### src/sv/dfu_pkg.sv
// ----------------------------------------------------------------------------
// DFU request handler package
// Shared types, codes and constants for the DFU class request handler.
// ----------------------------------------------------------------------------
package dfu_pkg;

  // Field widths.
  localparam int unsigned TYPE_W  = 8;
  localparam int unsigned ACT_W   = 8;
  localparam int unsigned BLOCK_W = 16;
  localparam int unsigned LEN_W   = 16;
  localparam int unsigned ADDR_W  = 32;
  localparam int unsigned STATE_W = 4;
  localparam int unsigned OP_W    = 2;

  // Configuration port.
  localparam int unsigned APB_ADDR_W = 3;
  localparam int unsigned APB_DATA_W = 32;

  localparam logic REG_FLASH_BASE  = 1'b0;
  localparam logic REG_BLOCK_LIMIT = 1'b1;

  localparam logic [ADDR_W-1:0]  FLASH_BASE_RESET  = '0;
  localparam logic [BLOCK_W-1:0] BLOCK_LIMIT_RESET = 16'd256;

  localparam int unsigned BLOCK_BYTES_DEFAULT = 512;

  // A request is acted on only when one of these type bits is set.
  localparam logic [TYPE_W-1:0] REQ_TYPE_MASK = 8'h21;

  // DFU class request codes.
  localparam logic [ACT_W-1:0] ACT_DETACH    = 8'd0;
  localparam logic [ACT_W-1:0] ACT_DNLOAD    = 8'd1;
  localparam logic [ACT_W-1:0] ACT_UPLOAD    = 8'd2;
  localparam logic [ACT_W-1:0] ACT_GETSTATUS = 8'd3;
  localparam logic [ACT_W-1:0] ACT_GETSTATE  = 8'd5;
  localparam logic [ACT_W-1:0] ACT_ABORT     = 8'd6;

  // Reply lengths of the status queries.
  localparam logic [LEN_W-1:0] GETSTATUS_REPLY_LEN = 16'd6;
  localparam logic [LEN_W-1:0] GETSTATE_REPLY_LEN  = 16'd1;

  typedef enum logic [STATE_W-1:0] {
    DFU_IDLE    = 4'd2,
    DFU_DN_SYNC = 4'd3,
    DFU_DN_IDLE = 4'd5,
    DFU_UP_IDLE = 4'd9,
    DFU_ERROR   = 4'd10
  } dfu_state_e;

  typedef enum logic [OP_W-1:0] {
    MEM_NONE  = 2'd0,
    MEM_WRITE = 2'd1,
    MEM_READ  = 2'd2
  } dfu_mem_op_e;

  typedef struct packed {
    logic [TYPE_W-1:0]  request_type;
    logic [ACT_W-1:0]   action;
    logic [BLOCK_W-1:0] block_index;
    logic [LEN_W-1:0]   transfer_len;
  } dfu_req_t;

  typedef struct packed {
    logic [STATE_W-1:0] state_out;
    logic               status_out;
    logic [LEN_W-1:0]   reply_len;
    logic [OP_W-1:0]    mem_op;
    logic [ADDR_W-1:0]  mem_addr;
    logic [LEN_W-1:0]   mem_len;
    logic               write_final;
    logic               transfer_done;
  } dfu_rsp_t;

  typedef struct packed {
    logic [ADDR_W-1:0]  flash_base;
    logic [BLOCK_W-1:0] block_limit;
  } dfu_cfg_t;

endpackage

### src/sv/dfu_request_state_machine_core.sv
// ----------------------------------------------------------------------------
// DFU request state machine core
// Control plane of a USB DFU class request handler.
// ----------------------------------------------------------------------------
// Each setup request moves through two register stages: the input stage
// captures the request together with block_index * BLOCK_BYTES, and the
// result stage decodes it against the protocol state, adds the flash base
// and updates the state. A request is accepted every cycle while results are
// taken. The request is registered in the input stage and its result in the
// result stage, from which it is offered. The protocol state is updated in
// the result stage alone, so requests follow one another without a gap. A
// stalled result holds the pipeline; the input stage still takes one further
// request. Configuration should be written through the APB port only while
// no request is in flight; the block itself does not enforce this.
module dfu_request_state_machine_core import dfu_pkg::*; #(
  parameter int unsigned BLOCK_BYTES = BLOCK_BYTES_DEFAULT
) (
  input  logic                  clk_i,
  input  logic                  rst_ni,
  input  logic                  req_valid_i,
  output logic                  req_ready_o,
  input  dfu_req_t              req_i,
  output logic                  rsp_valid_o,
  input  logic                  rsp_ready_i,
  output dfu_rsp_t              rsp_o,
  input  logic                  psel,
  input  logic                  penable,
  input  logic                  pwrite,
  input  logic [APB_ADDR_W-1:0] paddr,
  input  logic [APB_DATA_W-1:0] pwdata,
  output logic [APB_DATA_W-1:0] prdata,
  output logic                  pready
);

  localparam int unsigned PlenW = $clog2(BLOCK_BYTES + 1);
  localparam int unsigned ProdW = BLOCK_W + PlenW;

  dfu_cfg_t cfg;

  dfu_apb_regs u_regs (
    .clk_i   (clk_i),
    .rst_ni  (rst_ni),
    .psel    (psel),
    .penable (penable),
    .pwrite  (pwrite),
    .paddr   (paddr),
    .pwdata  (pwdata),
    .prdata  (prdata),
    .pready  (pready),
    .cfg_o   (cfg)
  );

  // Input stage.
  logic              s1_valid_q;
  dfu_req_t          s1_req_q;
  logic [ProdW-1:0]  s1_prod_q;
  logic [ProdW-1:0]  in_prod;

  // Protocol state.
  dfu_state_e         state_q, state_d;
  logic [BLOCK_W-1:0] pend_block_q, pend_block_d;
  logic [PlenW-1:0]   pend_len_q, pend_len_d;
  logic [ProdW-1:0]   pend_prod_q, pend_prod_d;
  logic               done_q, done_d;

  // Result stage.
  logic     out_valid_q;
  dfu_rsp_t out_q, out_d;

  logic              advance;
  logic              in_accept;
  logic              act_en;
  logic [ADDR_W-1:0] add_off;

  assign advance     = ~out_valid_q | rsp_ready_i;
  assign req_ready_o = advance | ~s1_valid_q;
  assign in_accept   = req_valid_i & req_ready_o;

  assign in_prod = ProdW'(req_i.block_index) * ProdW'(BLOCK_BYTES);

  always_ff @(posedge clk_i or negedge rst_ni) begin
    if (!rst_ni) begin
      s1_valid_q <= 1'b0;
    end else if (in_accept) begin
      s1_valid_q <= 1'b1;
    end else if (advance) begin
      s1_valid_q <= 1'b0;
    end
  end

  always_ff @(posedge clk_i) begin
    if (in_accept) begin
      s1_req_q  <= req_i;
      s1_prod_q <= in_prod;
    end
  end

  assign act_en = |(s1_req_q.request_type & REQ_TYPE_MASK);

  always_comb begin
    state_d      = state_q;
    pend_block_d = pend_block_q;
    pend_len_d   = pend_len_q;
    pend_prod_d  = pend_prod_q;
    done_d       = done_q;
    out_d        = '0;
    add_off      = ADDR_W'(s1_prod_q);
    if (act_en) begin
      case (s1_req_q.action)
        ACT_DNLOAD: begin
          state_d      = DFU_DN_SYNC;
          pend_block_d = s1_req_q.block_index;
          pend_prod_d  = s1_prod_q;
          // Oversized downloads are clamped to one block.
          if (s1_req_q.transfer_len > LEN_W'(BLOCK_BYTES)) begin
            pend_len_d = PlenW'(BLOCK_BYTES);
          end else begin
            pend_len_d = s1_req_q.transfer_len[PlenW-1:0];
          end
        end
        ACT_UPLOAD: begin
          pend_block_d = s1_req_q.block_index;
          pend_prod_d  = s1_prod_q;
          if (s1_req_q.block_index == cfg.block_limit) begin
            state_d = DFU_IDLE;
          end else if (s1_req_q.block_index > cfg.block_limit) begin
            state_d = DFU_ERROR;
          end else begin
            state_d         = DFU_UP_IDLE;
            out_d.mem_op    = MEM_READ;
            out_d.mem_len   = s1_req_q.transfer_len;
            out_d.reply_len = s1_req_q.transfer_len;
          end
        end
        ACT_GETSTATUS: begin
          out_d.reply_len = GETSTATUS_REPLY_LEN;
          add_off         = ADDR_W'(pend_prod_q);
          if (state_q == DFU_DN_SYNC) begin
            if (pend_len_q == '0) begin
              state_d = DFU_IDLE;
              done_d  = 1'b1;
            end else if (pend_block_q >= cfg.block_limit) begin
              state_d = DFU_ERROR;
            end else begin
              state_d           = DFU_DN_IDLE;
              out_d.mem_op      = MEM_WRITE;
              out_d.mem_len     = LEN_W'(pend_len_q);
              out_d.write_final = (pend_len_q < PlenW'(BLOCK_BYTES));
            end
          end
        end
        ACT_GETSTATE: begin
          out_d.reply_len = GETSTATE_REPLY_LEN;
        end
        ACT_ABORT: begin
          state_d = DFU_IDLE;
        end
        default: ;
      endcase
    end
    if (out_d.mem_op != MEM_NONE) begin
      out_d.mem_addr = cfg.flash_base + add_off;
    end
    out_d.state_out     = state_d;
    out_d.status_out    = (state_d == DFU_ERROR);
    out_d.transfer_done = done_d;
  end

  always_ff @(posedge clk_i or negedge rst_ni) begin
    if (!rst_ni) begin
      state_q      <= DFU_IDLE;
      pend_block_q <= '0;
      pend_len_q   <= '0;
      pend_prod_q  <= '0;
      done_q       <= 1'b0;
      out_valid_q  <= 1'b0;
    end else if (advance) begin
      out_valid_q <= s1_valid_q;
      if (s1_valid_q) begin
        state_q      <= state_d;
        pend_block_q <= pend_block_d;
        pend_len_q   <= pend_len_d;
        pend_prod_q  <= pend_prod_d;
        done_q       <= done_d;
      end
    end
  end

  always_ff @(posedge clk_i) begin
    if (advance && s1_valid_q) begin
      out_q <= out_d;
    end
  end

  assign rsp_valid_o = out_valid_q;
  assign rsp_o       = out_q;

endmodule

### src/sv/dfu_apb_regs.sv
// ----------------------------------------------------------------------------
// DFU configuration registers
// APB register file holding the flash base address and the block limit.
// ----------------------------------------------------------------------------
module dfu_apb_regs import dfu_pkg::*; (
  input  logic                  clk_i,
  input  logic                  rst_ni,
  input  logic                  psel,
  input  logic                  penable,
  input  logic                  pwrite,
  input  logic [APB_ADDR_W-1:0] paddr,
  input  logic [APB_DATA_W-1:0] pwdata,
  output logic [APB_DATA_W-1:0] prdata,
  output logic                  pready,
  output dfu_cfg_t              cfg_o
);

  dfu_cfg_t cfg_q;
  logic     wr_en;
  logic     reg_idx;

  // Registers sit on 32-bit words, so the word index is the top address bit.
  assign reg_idx = paddr[2];
  assign wr_en   = psel & penable & pwrite;
  assign pready  = 1'b1;

  always_ff @(posedge clk_i or negedge rst_ni) begin
    if (!rst_ni) begin
      cfg_q.flash_base  <= FLASH_BASE_RESET;
      cfg_q.block_limit <= BLOCK_LIMIT_RESET;
    end else if (wr_en) begin
      case (reg_idx)
        REG_FLASH_BASE:  cfg_q.flash_base  <= pwdata[ADDR_W-1:0];
        REG_BLOCK_LIMIT: cfg_q.block_limit <= pwdata[BLOCK_W-1:0];
        default: ;
      endcase
    end
  end

  always_comb begin
    case (reg_idx)
      REG_FLASH_BASE:  prdata = APB_DATA_W'(cfg_q.flash_base);
      REG_BLOCK_LIMIT: prdata = APB_DATA_W'(cfg_q.block_limit);
      default:         prdata = '0;
    endcase
  end

  assign cfg_o = cfg_q;

endmodule

### config.mk
export PLATFORM = sky130hd
export DESIGN_NAME = dfu_request_state_machine_core
export DESIGN_NICKNAME = d
export VERILOG_FILES = /design/src/sv/dfu_pkg.sv /design/src/sv/dfu_request_state_machine_core.sv /design/src/sv/dfu_apb_regs.sv
export SDC_FILE = /design/constraint.sdc
export NUM_CORES = 1
export LEC_CHECK = 0
export ABC_AREA = 1
export BUFFER_PORTS_ARGS = -buffer_cell sky130_fd_sc_hd__buf_2
export CORE_MARGIN = 2
export CORE_UTILIZATION = 55
export CTS_CLUSTER_SIZE = 16
export DETAILED_ROUTE_END_ITERATION = 16
export HOLD_SLACK_MARGIN = 0.03
export PLACE_DENSITY = 0.82
export SYNTH_ARGS = -nofsm -noshare
export SYNTH_HDL_FRONTEND = slang
export SYNTH_HIERARCHICAL = 1
export SYNTH_SLANG_ARGS = --single-unit
### constraint.sdc
create_clock -name clk_i -period 4.11 [get_ports clk_i]
set_input_delay 0.6165 -clock clk_i [delete_from_list [all_inputs] [get_ports clk_i]]
set_output_delay 0.6165 -clock clk_i [all_outputs]
set_load 0.02 [all_outputs]
Word level (Yosys, flattened, before mapping)
Cells that the tools add are included.

Bitwise gates (word level): 11. Equal/unequal tests: 8. $add $sub $neg: 1. Reduce and logical (&&, ||, !) cells: 12. Multiplexer cells: 31. Magnitude comparators: 4.

Operators by type and width (count): one-hot mux 32 bit (2 select lines) (1); two-way mux 25 bit (2); one-hot mux 16 bit (3 select lines) (1); two-way mux 18 bit (2); two-way mux 11 bit (3); adder 32 bit (1); two-way mux 16 bit (2); one-hot mux 16 bit (2 select lines) (1); two-way mux 4 bit (5); == test 16 bit (1); == test 8 x 2 -> 1 bit, second input constant (2); == test 8 x 3 -> 1 bit, second input constant (2); greater-or-equal comparator 16 bit (1); > comparator 16 x 10 -> 1 bit, second input constant (1); > comparator 16 bit (1); one-hot mux 4 bit (4 select lines) (1); zero test 10 bit (1); < comparator 10 bit, second input constant (1); two-way mux 10 bit (1); two-way mux 1 bit (9); == test 8 x 1 -> 1 bit, second input constant (1); AND reduction 4 bit (2); NOT 1 bit (6); AND reduction 2 bit (3); 10 further kinds (16).

Bits of input ports: 90. Register bits: 200.

Logic depth before layout (Yosys ltp)
Gate-level depths: netlist of run 1.

Depth after elaboration: 7. Gate-level depth with buffers: 22. Mapped depth without buffers: 21.

By module
The synthesis of run 1 kept the hierarchy.

Modules (own cells, without submodules): dfu_request_state_machine_core (area an instance 7686.1 µm², times used 1, cells each 799, sequential area each 4280.4 µm²); dfu_apb_regs (area an instance 2238.4 µm², times used 1, cells each 299, sequential area each 1202.4 µm²).

Least setup slack after synthesis of run 1
No wires, ideal clock.

Kind: input port to flip-flop. From: input rsp_ready_i. To: register pend_prod_q[11]. Buffers on the path: 1. Arrival: 3.637 ns. Library setup time: 0.131 ns. Slack: 0.342 ns. Cell stages on the path: 8. Cell sequence: nor2_1 > nor2_2 > inv_2 > nor3_1 > a31oi_1 > buf_2 > nand2_1 > o21ai_0.

Cells in the longest elaborated chain, start to end: 2.

RTL lines: start: declaration (line dfu_request_state_machine_core.sv:24) `input logic rsp_ready_i,`; OR 1 bit (line dfu_request_state_machine_core.sv:75) `assign advance = ~out_valid_q | rsp_ready_i;`; AND reduction 4 bit (no source line); end signal: assignment (line dfu_request_state_machine_core.sv:183) `pend_prod_q <= pend_prod_d;`; end: declaration (line dfu_request_state_machine_core.sv:63) `logic [ProdW-1:0] pend_prod_q, pend_prod_d;`.

No other way between the ends. A chain may end at the register's enable or synchronous reset.

Final worst setup path of run 1
From: register s1_req_q[35] (netlist name). To: register out_q (netlist bit rsp_o[47]), data pin.

Cells in the longest elaborated chain, start to end: 4. Elaborated cells between the ends (all ways): 8. Classes of those cells: add/sub: 1; eq/ne: 2; mux: 4; reduce/logical: 1.

RTL lines: start: declaration (line dfu_request_state_machine_core.sv:55) `dfu_req_t s1_req_q;`; start signal: assignment (line dfu_request_state_machine_core.sv:93) `s1_req_q <= req_i;`; == test 8 x 2 -> 1 bit (line dfu_request_state_machine_core.sv:109) `case (s1_req_q.action)`; two-way mux 25 bit / one-hot mux 2 bit (2 select lines) (equally long branches) (line dfu_request_state_machine_core.sv:109); two-way mux 25 bit / two-way mux 2 bit (equally long branches) (line dfu_request_state_machine_core.sv:108) `if (act_en) begin`; adder 32 bit / nonzero test 2 bit (equally long branches) (line dfu_request_state_machine_core.sv:162, dfu_request_state_machine_core.sv:161); end signal: assignment (line dfu_request_state_machine_core.sv:191) `out_q <= out_d;`; end: declaration (line dfu_request_state_machine_core.sv:68) `dfu_rsp_t out_q, out_d;`.

Several ways; a longest one is shown, not always the timed one.

==> flow_summary.json, run 1 <==
{
  "path_delay_family": "simple AND/OR/NAND/NOR gates",
  "p_leak_nw": 5.72,
  "synth-edff-count": 115,
  "fin_nets": 1420,
  "synth_top_family_by_area": "simple AND/OR/NAND/NOR gates",
  "antenna_left": 0,
  "critPathCaptureType": "register",
  "hold_viol": 0,
  "routed_wirelength_um": 23400,
  "hp-start": "req_i[30]",
  "worstPathArrival_ps": 3720,
  "crit_chain": "nor2_1, nand3_2, nor2_4, nand2_1, o21ai_0, ha_1, inv_1, fa_1, o21ai_0, nand2_1, o211ai_1, nand3_1, nand2_1, nand3_1, nand2_1, nor2_1",
  "cap_viol_max_count": 0,
  "worstMarginPinSlew_ps": 1050,
  "critPathLaunch": "s1_req_q[35]",
  "cp_slowest_cell": "edfxtp_1",
  "syn_to_final_growth_pct": 17.1,
  "grt_setup_unrepaired": "false",
  "ios": 198,
  "postPlaceCellArea_um2": 11000,
  "setup_viol": 0,
  "synthSimpleGateAreaFrac_pct": 23.3,
  "period_share_pct": 85.8,
  "synthMuxAreaShare_pct": 0,
  "first_global_vias": 7648,
  "port_buffers": 188,
  "clk_path_buf_depth": 2,
  "routed-via-count": 8020,
  "ys_ff_latch": 196,
  "avgViaCountPerCell": 5.26,
  "path_max_fanout": 6,
  "hpwl_um": 17000,
  "syn_inst": 1098,
  "drtIter0Drc": 763,
  "clockRootBuffer": "clkbuf_16",
  "antenna_found_initial": 3,
  "core_um2": 17800,
  "rows": 49,
  "synth_top_area_share_pct": 34.8,
  "clock-sinks": 196,
  "grt_remaining_overflow": 0,
  "yosys.cell_count.top_type": "nand2_1",
  "cpPeakStageDelay_ps": 450,
  "drv_slew": 0,
  "drc": 0,
  "grt_pass1_wl_um": 37500,
  "worstPathBufferInverterCount": 1,
  "dieArea_um2": 19100,
  "layout-drive-gt1-share_pct": 22.3,
  "ir_drop_uv": 338,
  "grt_max_degree": 82,
  "yosysSeqAreaShare_pct": 55.2,
  "status": "finished clean",
  "place_congestion": 0.929,
  "start_util_pct": 55.6,
  "yosys.area_share.xor_xnor_pct": 0.618,
  "cts_setup_buffers": 0,
  "cp_common_cell": "nand2_1",
  "min_period_ps": 3530,
  "synth_cell_types": 42,
  "dr.pass1.iters": 6,
  "syn-num-nets": 1237,
  "path_class": "register to register",
  "dieHeight_um": 138,
  "start_kind": "register",
  "synth_fa_ha_area_share_pct": 6.25,
  "clk_latency_ps": 440,
  "min_path_type": "primary input to register",
  "synth_compound_area_share_pct": 7.70,
  "grt_usage_pct": 24.6,
  "cts_tree": "built",
  "synth_top_flop_cell": "edfxtp_1",
  "htreeDepth": 4,
  "cts_buffers": 17,
  "netlist_top_cells_area": "edfxtp_1 (35%), dfrtp_1 (20%), nand2_1 (13%), ha_1 (6.1%), inv_1 (4.7%)",
  "finalClockSkew_ps": 8.32,
  "async_reset_ff_share_pct": 41.3,
  "design_area_um2": 11600,
  "postCtsHoldBufs": 0,
  "fillerInstances": 1405,
  "die_x_um": 138,
  "required_ps": 4310,
  "ctsResizeCount": 0,
  "synth.cell_area_um2": 9920,
  "ys_top_cells_by_count": "nand2_1 (331), inv_1 (123), edfxtp_1 (115)",
  "synth_area_leader_cell": "edfxtp_1",
  "worstReg2RegStart": "s1_req_q[35]",
  "slew_headroom_pct": 30.1,
  "fin_setup_tns_ps": 0,
  "clk_pin_slew_ps": 70,
  "wl_per_cell_um": 15.3,
  "synth_warnings": 6,
  "avgSynthCellArea_um2": 9.04,
  "fmax_mhz": 284,
  "power_per_cell_area_nw_per_um2": 462
}
## stage by stage
stage | total power, mW | hold WS [ps] | instances | utilization [%] | worst slack, ps
floorplan | 3.40 | 321 | 1098 | - | 342
global placement | 3.76 | 438 | 1491 | 61.9 | 711
detailed placement | 3.81 | 470 | 1491 | 61.9 | 631
CTS | 5.39 | 337 | 1523 | 65.1 | 600
global route | 5.65 | 338 | 1526 | 65.1 | 314
finish | 5.37 | 350 | 1526 | 65.1 | 583
## metal layers
layer / share of wire (%) / track usage (%)
met1: 41 / 31.7
met2: 50 / 41.7
met3: 5.5 / 4.09
met4: 3.4 / 9.99
met5: 0 / 0
## worst reg2reg max path: cells and delay by family, from the launching register on
kind	cells	cell delay (ps)
AO/OA/AOI/OAI	3	770
flip-flops	1	450
adder cells (fa/ha/maj)	2	710
AND/OR/NAND/NOR	10	1250
buffers and inverters	1	110
## cell families after synthesis
logic type      after synthesis
fa+ha+maj                    49
other cells                   1
flops                       196
xor+xnor                      7
buf+inv                     163
simple gates                549
compound gates              133
## placed cells by master, fill, tap and decap left out, types with 3 or more instances in the layout
| cell type | instances |
|---|---|
| nand2_1 | 331 |
| clkbuf_16 | 18 |
| clkbuf_8 | 3 |
| clkinv_2 | 5 |
| nand2_2 | 4 |
| nor3_1 | 5 |
| a21oi_1 | 47 |
| diode_2 | 3 |
| buf_2 | 187 |
| inv_2 | 7 |
| edfxtp_1 | 115 |
| o21bai_1 | 3 |
| a21oi_2 | 10 |
| ha_1 | 48 |
| inv_6 | 3 |
| inv_1 | 122 |
| buf_4 | 10 |
| nand4_1 | 11 |
| o21ai_0 | 55 |
| xor2_1 | 5 |
| dfrtp_1 | 79 |
| nand3_1 | 79 |
| a21o_1 | 6 |
| nor2_2 | 19 |
| o21ai_2 | 6 |
| nor2_1 | 88 |
## cell type report
type	count	area, µm²	share of cell area, %
timing repair buffer	197	1010	8.70
sequential	196	5480	47.2
tap	229	287	2.47
antenna	3	7.51	0.0646
clock inverter	10	67.6	0.582
multi-input combinational	739	3780	32.5
inverter	130	488	4.20
clock buffer	22	495	4.26
## path summary, 6_finish.rpt
kind	slack, ps	to	depth (start not counted)
min in group asynchronous	360	u_regs/cfg_o[18]	1
max	580	rsp_o[47]	16
min	350	s1_req_q[30]	1
min reg2reg	480	u_regs/cfg_o[8]	2
max in group asynchronous	3070	pend_len_q[1]	1
max reg2reg	580	rsp_o[47]	16
## flip-flops by register name, summed over array words and instances (netlist names)
signal,count
pend_prod_q,16
s1_req_q,42
state_q,4
rsp_valid_o,1
s1_valid_q,1
pend_len_q,10
rsp_o,73
u_regs/cfg_o,48
done_q,1
## report_power, final
part | total (mW) | switching (mW) | internal, mW | leakage (nW)
sequential | 2.53 | 0.172 | 2.35 | 2.14
clock | 1.59 | 0.725 | 0.861 | 0.282
combinational | 1.26 | 0.842 | 0.418 | 3.31
(Power assumes the default switching activity.)
==> run 2, diff against run 1 <==
Settings changed: CORE_MARGIN 2 to unset.
==> run 2 against run 1 <==
Against the previous run:
- worst setup slack improved by 9.6 ps
- global-route usage increased by 1.2 points
- fmax increased by 0.27%
- count of clock-buffer cells in the layout increased by 1
- power increased by 0.99%
- clock power increased by 3%
- sequential share of layout area about the same
- core utilization increased by 1.4 points
- largest power group unchanged
- highest routed layer unchanged
==> flow_summary.json, run 2 (synthesis gave the netlist of run 1 again) <==
{
  "status": "finished clean",
  "clock-sinks": 196,
  "worstPathArrival_ps": 3720,
  "min_period_ps": 3520,
  "finalPower_mw": 5.42,
  "start_kind": "register",
  "drc": 0,
  "antenna_left": 0,
  "period_share_pct": 85.6,
  "largest_reg_flops": 73,
  "grt_max_degree": 82,
  "clockRootBuffer": "clkbuf_16",
  "dieArea_um2": 18600,
  "worstReg2RegStart": "s1_req_q[35]",
  "worstMarginPinSlew_ps": 1300,
  "required_ps": 4310,
  "clk_path_buf_depth": 2,
  "cp_slowest_cell": "edfxtp_1",
  "clk_pin_slew_ps": 70,
  "postCtsHoldBufs": 0,
  "grt_pass1_wl_um": 36400,
  "final_cell_mix": "nand2_1 (331), buf_2 (187), inv_1 (122)",
  "ctsResizeCount": 0,
  "place_inst": 1486,
  "fin_nets": 1419,
  "htreeDepth": 4,
  "hold_viol": 0,
  "routed.top_layer": "met4",
  "layout-drive-gt1-share_pct": 22.1,
  "grt_setup_unrepaired": "false",
  "cpPeakStageDelay_ps": 450,
  "port_buffers": 188,
  "hpwl_um": 16800,
  "cts_tree": "built",
  "syn_to_final_growth_pct": 17.1,
  "cts_setup_buffers": 0,
  "place_congestion": 0.903,
  "final_common_cell": "nand2_1",
  "m1WireLength_um": 9560,
  "hold_end": "s1_req_q[3]",
  "crit_cells": 16,
  "hold_depth": 1,
  "worstPathBufferInverterCount": 1,
  "grt_usage_pct": 25.8,
  "p_leak_nw": 5.72,
  "crit_chain": "nor2_1, nand3_2, nor2_4, nand2_1, o21ai_0, ha_1, inv_1, fa_1, o21ai_0, nand2_1, o211ai_1, nand3_1, nand2_1, nand3_1, nand2_1, nor2_1",
  "multi_input_area_um2": 3780,
  "fmax_mhz": 284,
  "drv_slew": 0,
  "wl_met3_um": 1420,
  "fillerInstances": 1383,
  "drtIter0Drc": 717,
  "first_global_vias": 7387,
  "start_util_pct": 56.8,
  "setup_viol": 0,
  "wl_met2_um": 11400,
  "rows": 48,
  "reg2reg_slack_ps": 590,
  "core_um2": 17500,
  "ir_drop_uv": 322,
  "avgViaCountPerCell": 5.31,
  "hp-start": "req_i[3]",
  "routed-via-count": 8076,
  "cp_common_cell": "nand2_1",
  "seq_area_um2": 5480,
  "path_max_fanout": 6,
  "critPathCaptureType": "register",
  "reg2reg_depth": 16,
  "antenna_found_initial": 3,
  "grt_remaining_overflow": 0,
  "min_path_type": "primary input to register",
  "path_class": "register to register",
  "layout.cells.non_filler": 1521,
  "path_delay_family": "simple AND/OR/NAND/NOR gates",
  "cts_buffers": 17,
  "ios": 198,
  "reg2reg_to": "rsp_o[47]",
  "dr.pass1.iters": 6,
  "slew_headroom_pct": 13.3,
  "holdWs_ps": 354,
  "wl_per_cell_um": 15.2,
  "die_x_um": 136,
  "finalClockSkew_ps": 13.3,
  "fin_setup_tns_ps": 0,
  "clk_latency_ps": 440,
  "routed_wirelength_um": 23200,
  "cap_viol_max_count": 0,
  "power_per_cell_area_nw_per_um2": 467,
  "dieHeight_um": 136
}
==> run 2: changes by cell type in the layout (fill, tap and decap cells not counted), sizes merged <==
cell    delta
buf        -1
bufinv     +1
clkinv     -1
clkbuf     +1
inv        -1
==> run 2: through the flow <==
| step | worst slack, ps | area [µm²] | utilization, % |
|---|---|---|---|
| finish | 593 | 11600 | 66.5 |
| global route | 228 | 11600 | 66.5 |
| CTS | 585 | 11600 | 66.5 |
| detailed placement | 588 | 11000 | 63.1 |
| global placement | 691 | 11000 | 63.1 |
| floorplan | 342 | 9920 | - |
==> run 2: power breakdown <==
group	switching [mW]	internal (mW)	leakage [nW]
Clock	0.727	0.912	0.285
Combinational	0.843	0.417	3.30
Sequential	0.171	2.35	2.14
==> run 2: cell type report <==
| cell class | count | area share (%) |
|---|---|---|
| well taps | 225 | 2.42 |
| clock buffers | 23 | 4.21 |
| clock inverters | 9 | 0.807 |
| repair buffers | 196 | 8.63 |
| flip-flops and latches | 196 | 47.2 |
| diodes | 3 | 0.0646 |
| inverters | 130 | 4.20 |
| multi-input cells | 739 | 32.5 |
==> run 2: worst max path at each step <==
stage | slack (ps) | from | end
after detailed placement | 590 | s1_req_q[36] | rsp_o[47]
after global placement | 690 | s1_req_q[35] | rsp_o[47]
after floorplan | 340 | rsp_ready_i | pend_prod_q[11]
after CTS | 580 | s1_req_q[36] | rsp_o[47]
after global routing | 230 | s1_req_q[35] | rsp_o[47]
final | 590 | s1_req_q[35] | rsp_o[47]
==> run 2: routing by layer <==
layer | vias to the layer above | track usage (%)
met5 | - | 0
met4 | 0 | 11.7
met3 | 53 | 4.88
met2 | 319 | 41.9
met1 | 3759 | 33.5
li1 | 3945 | -
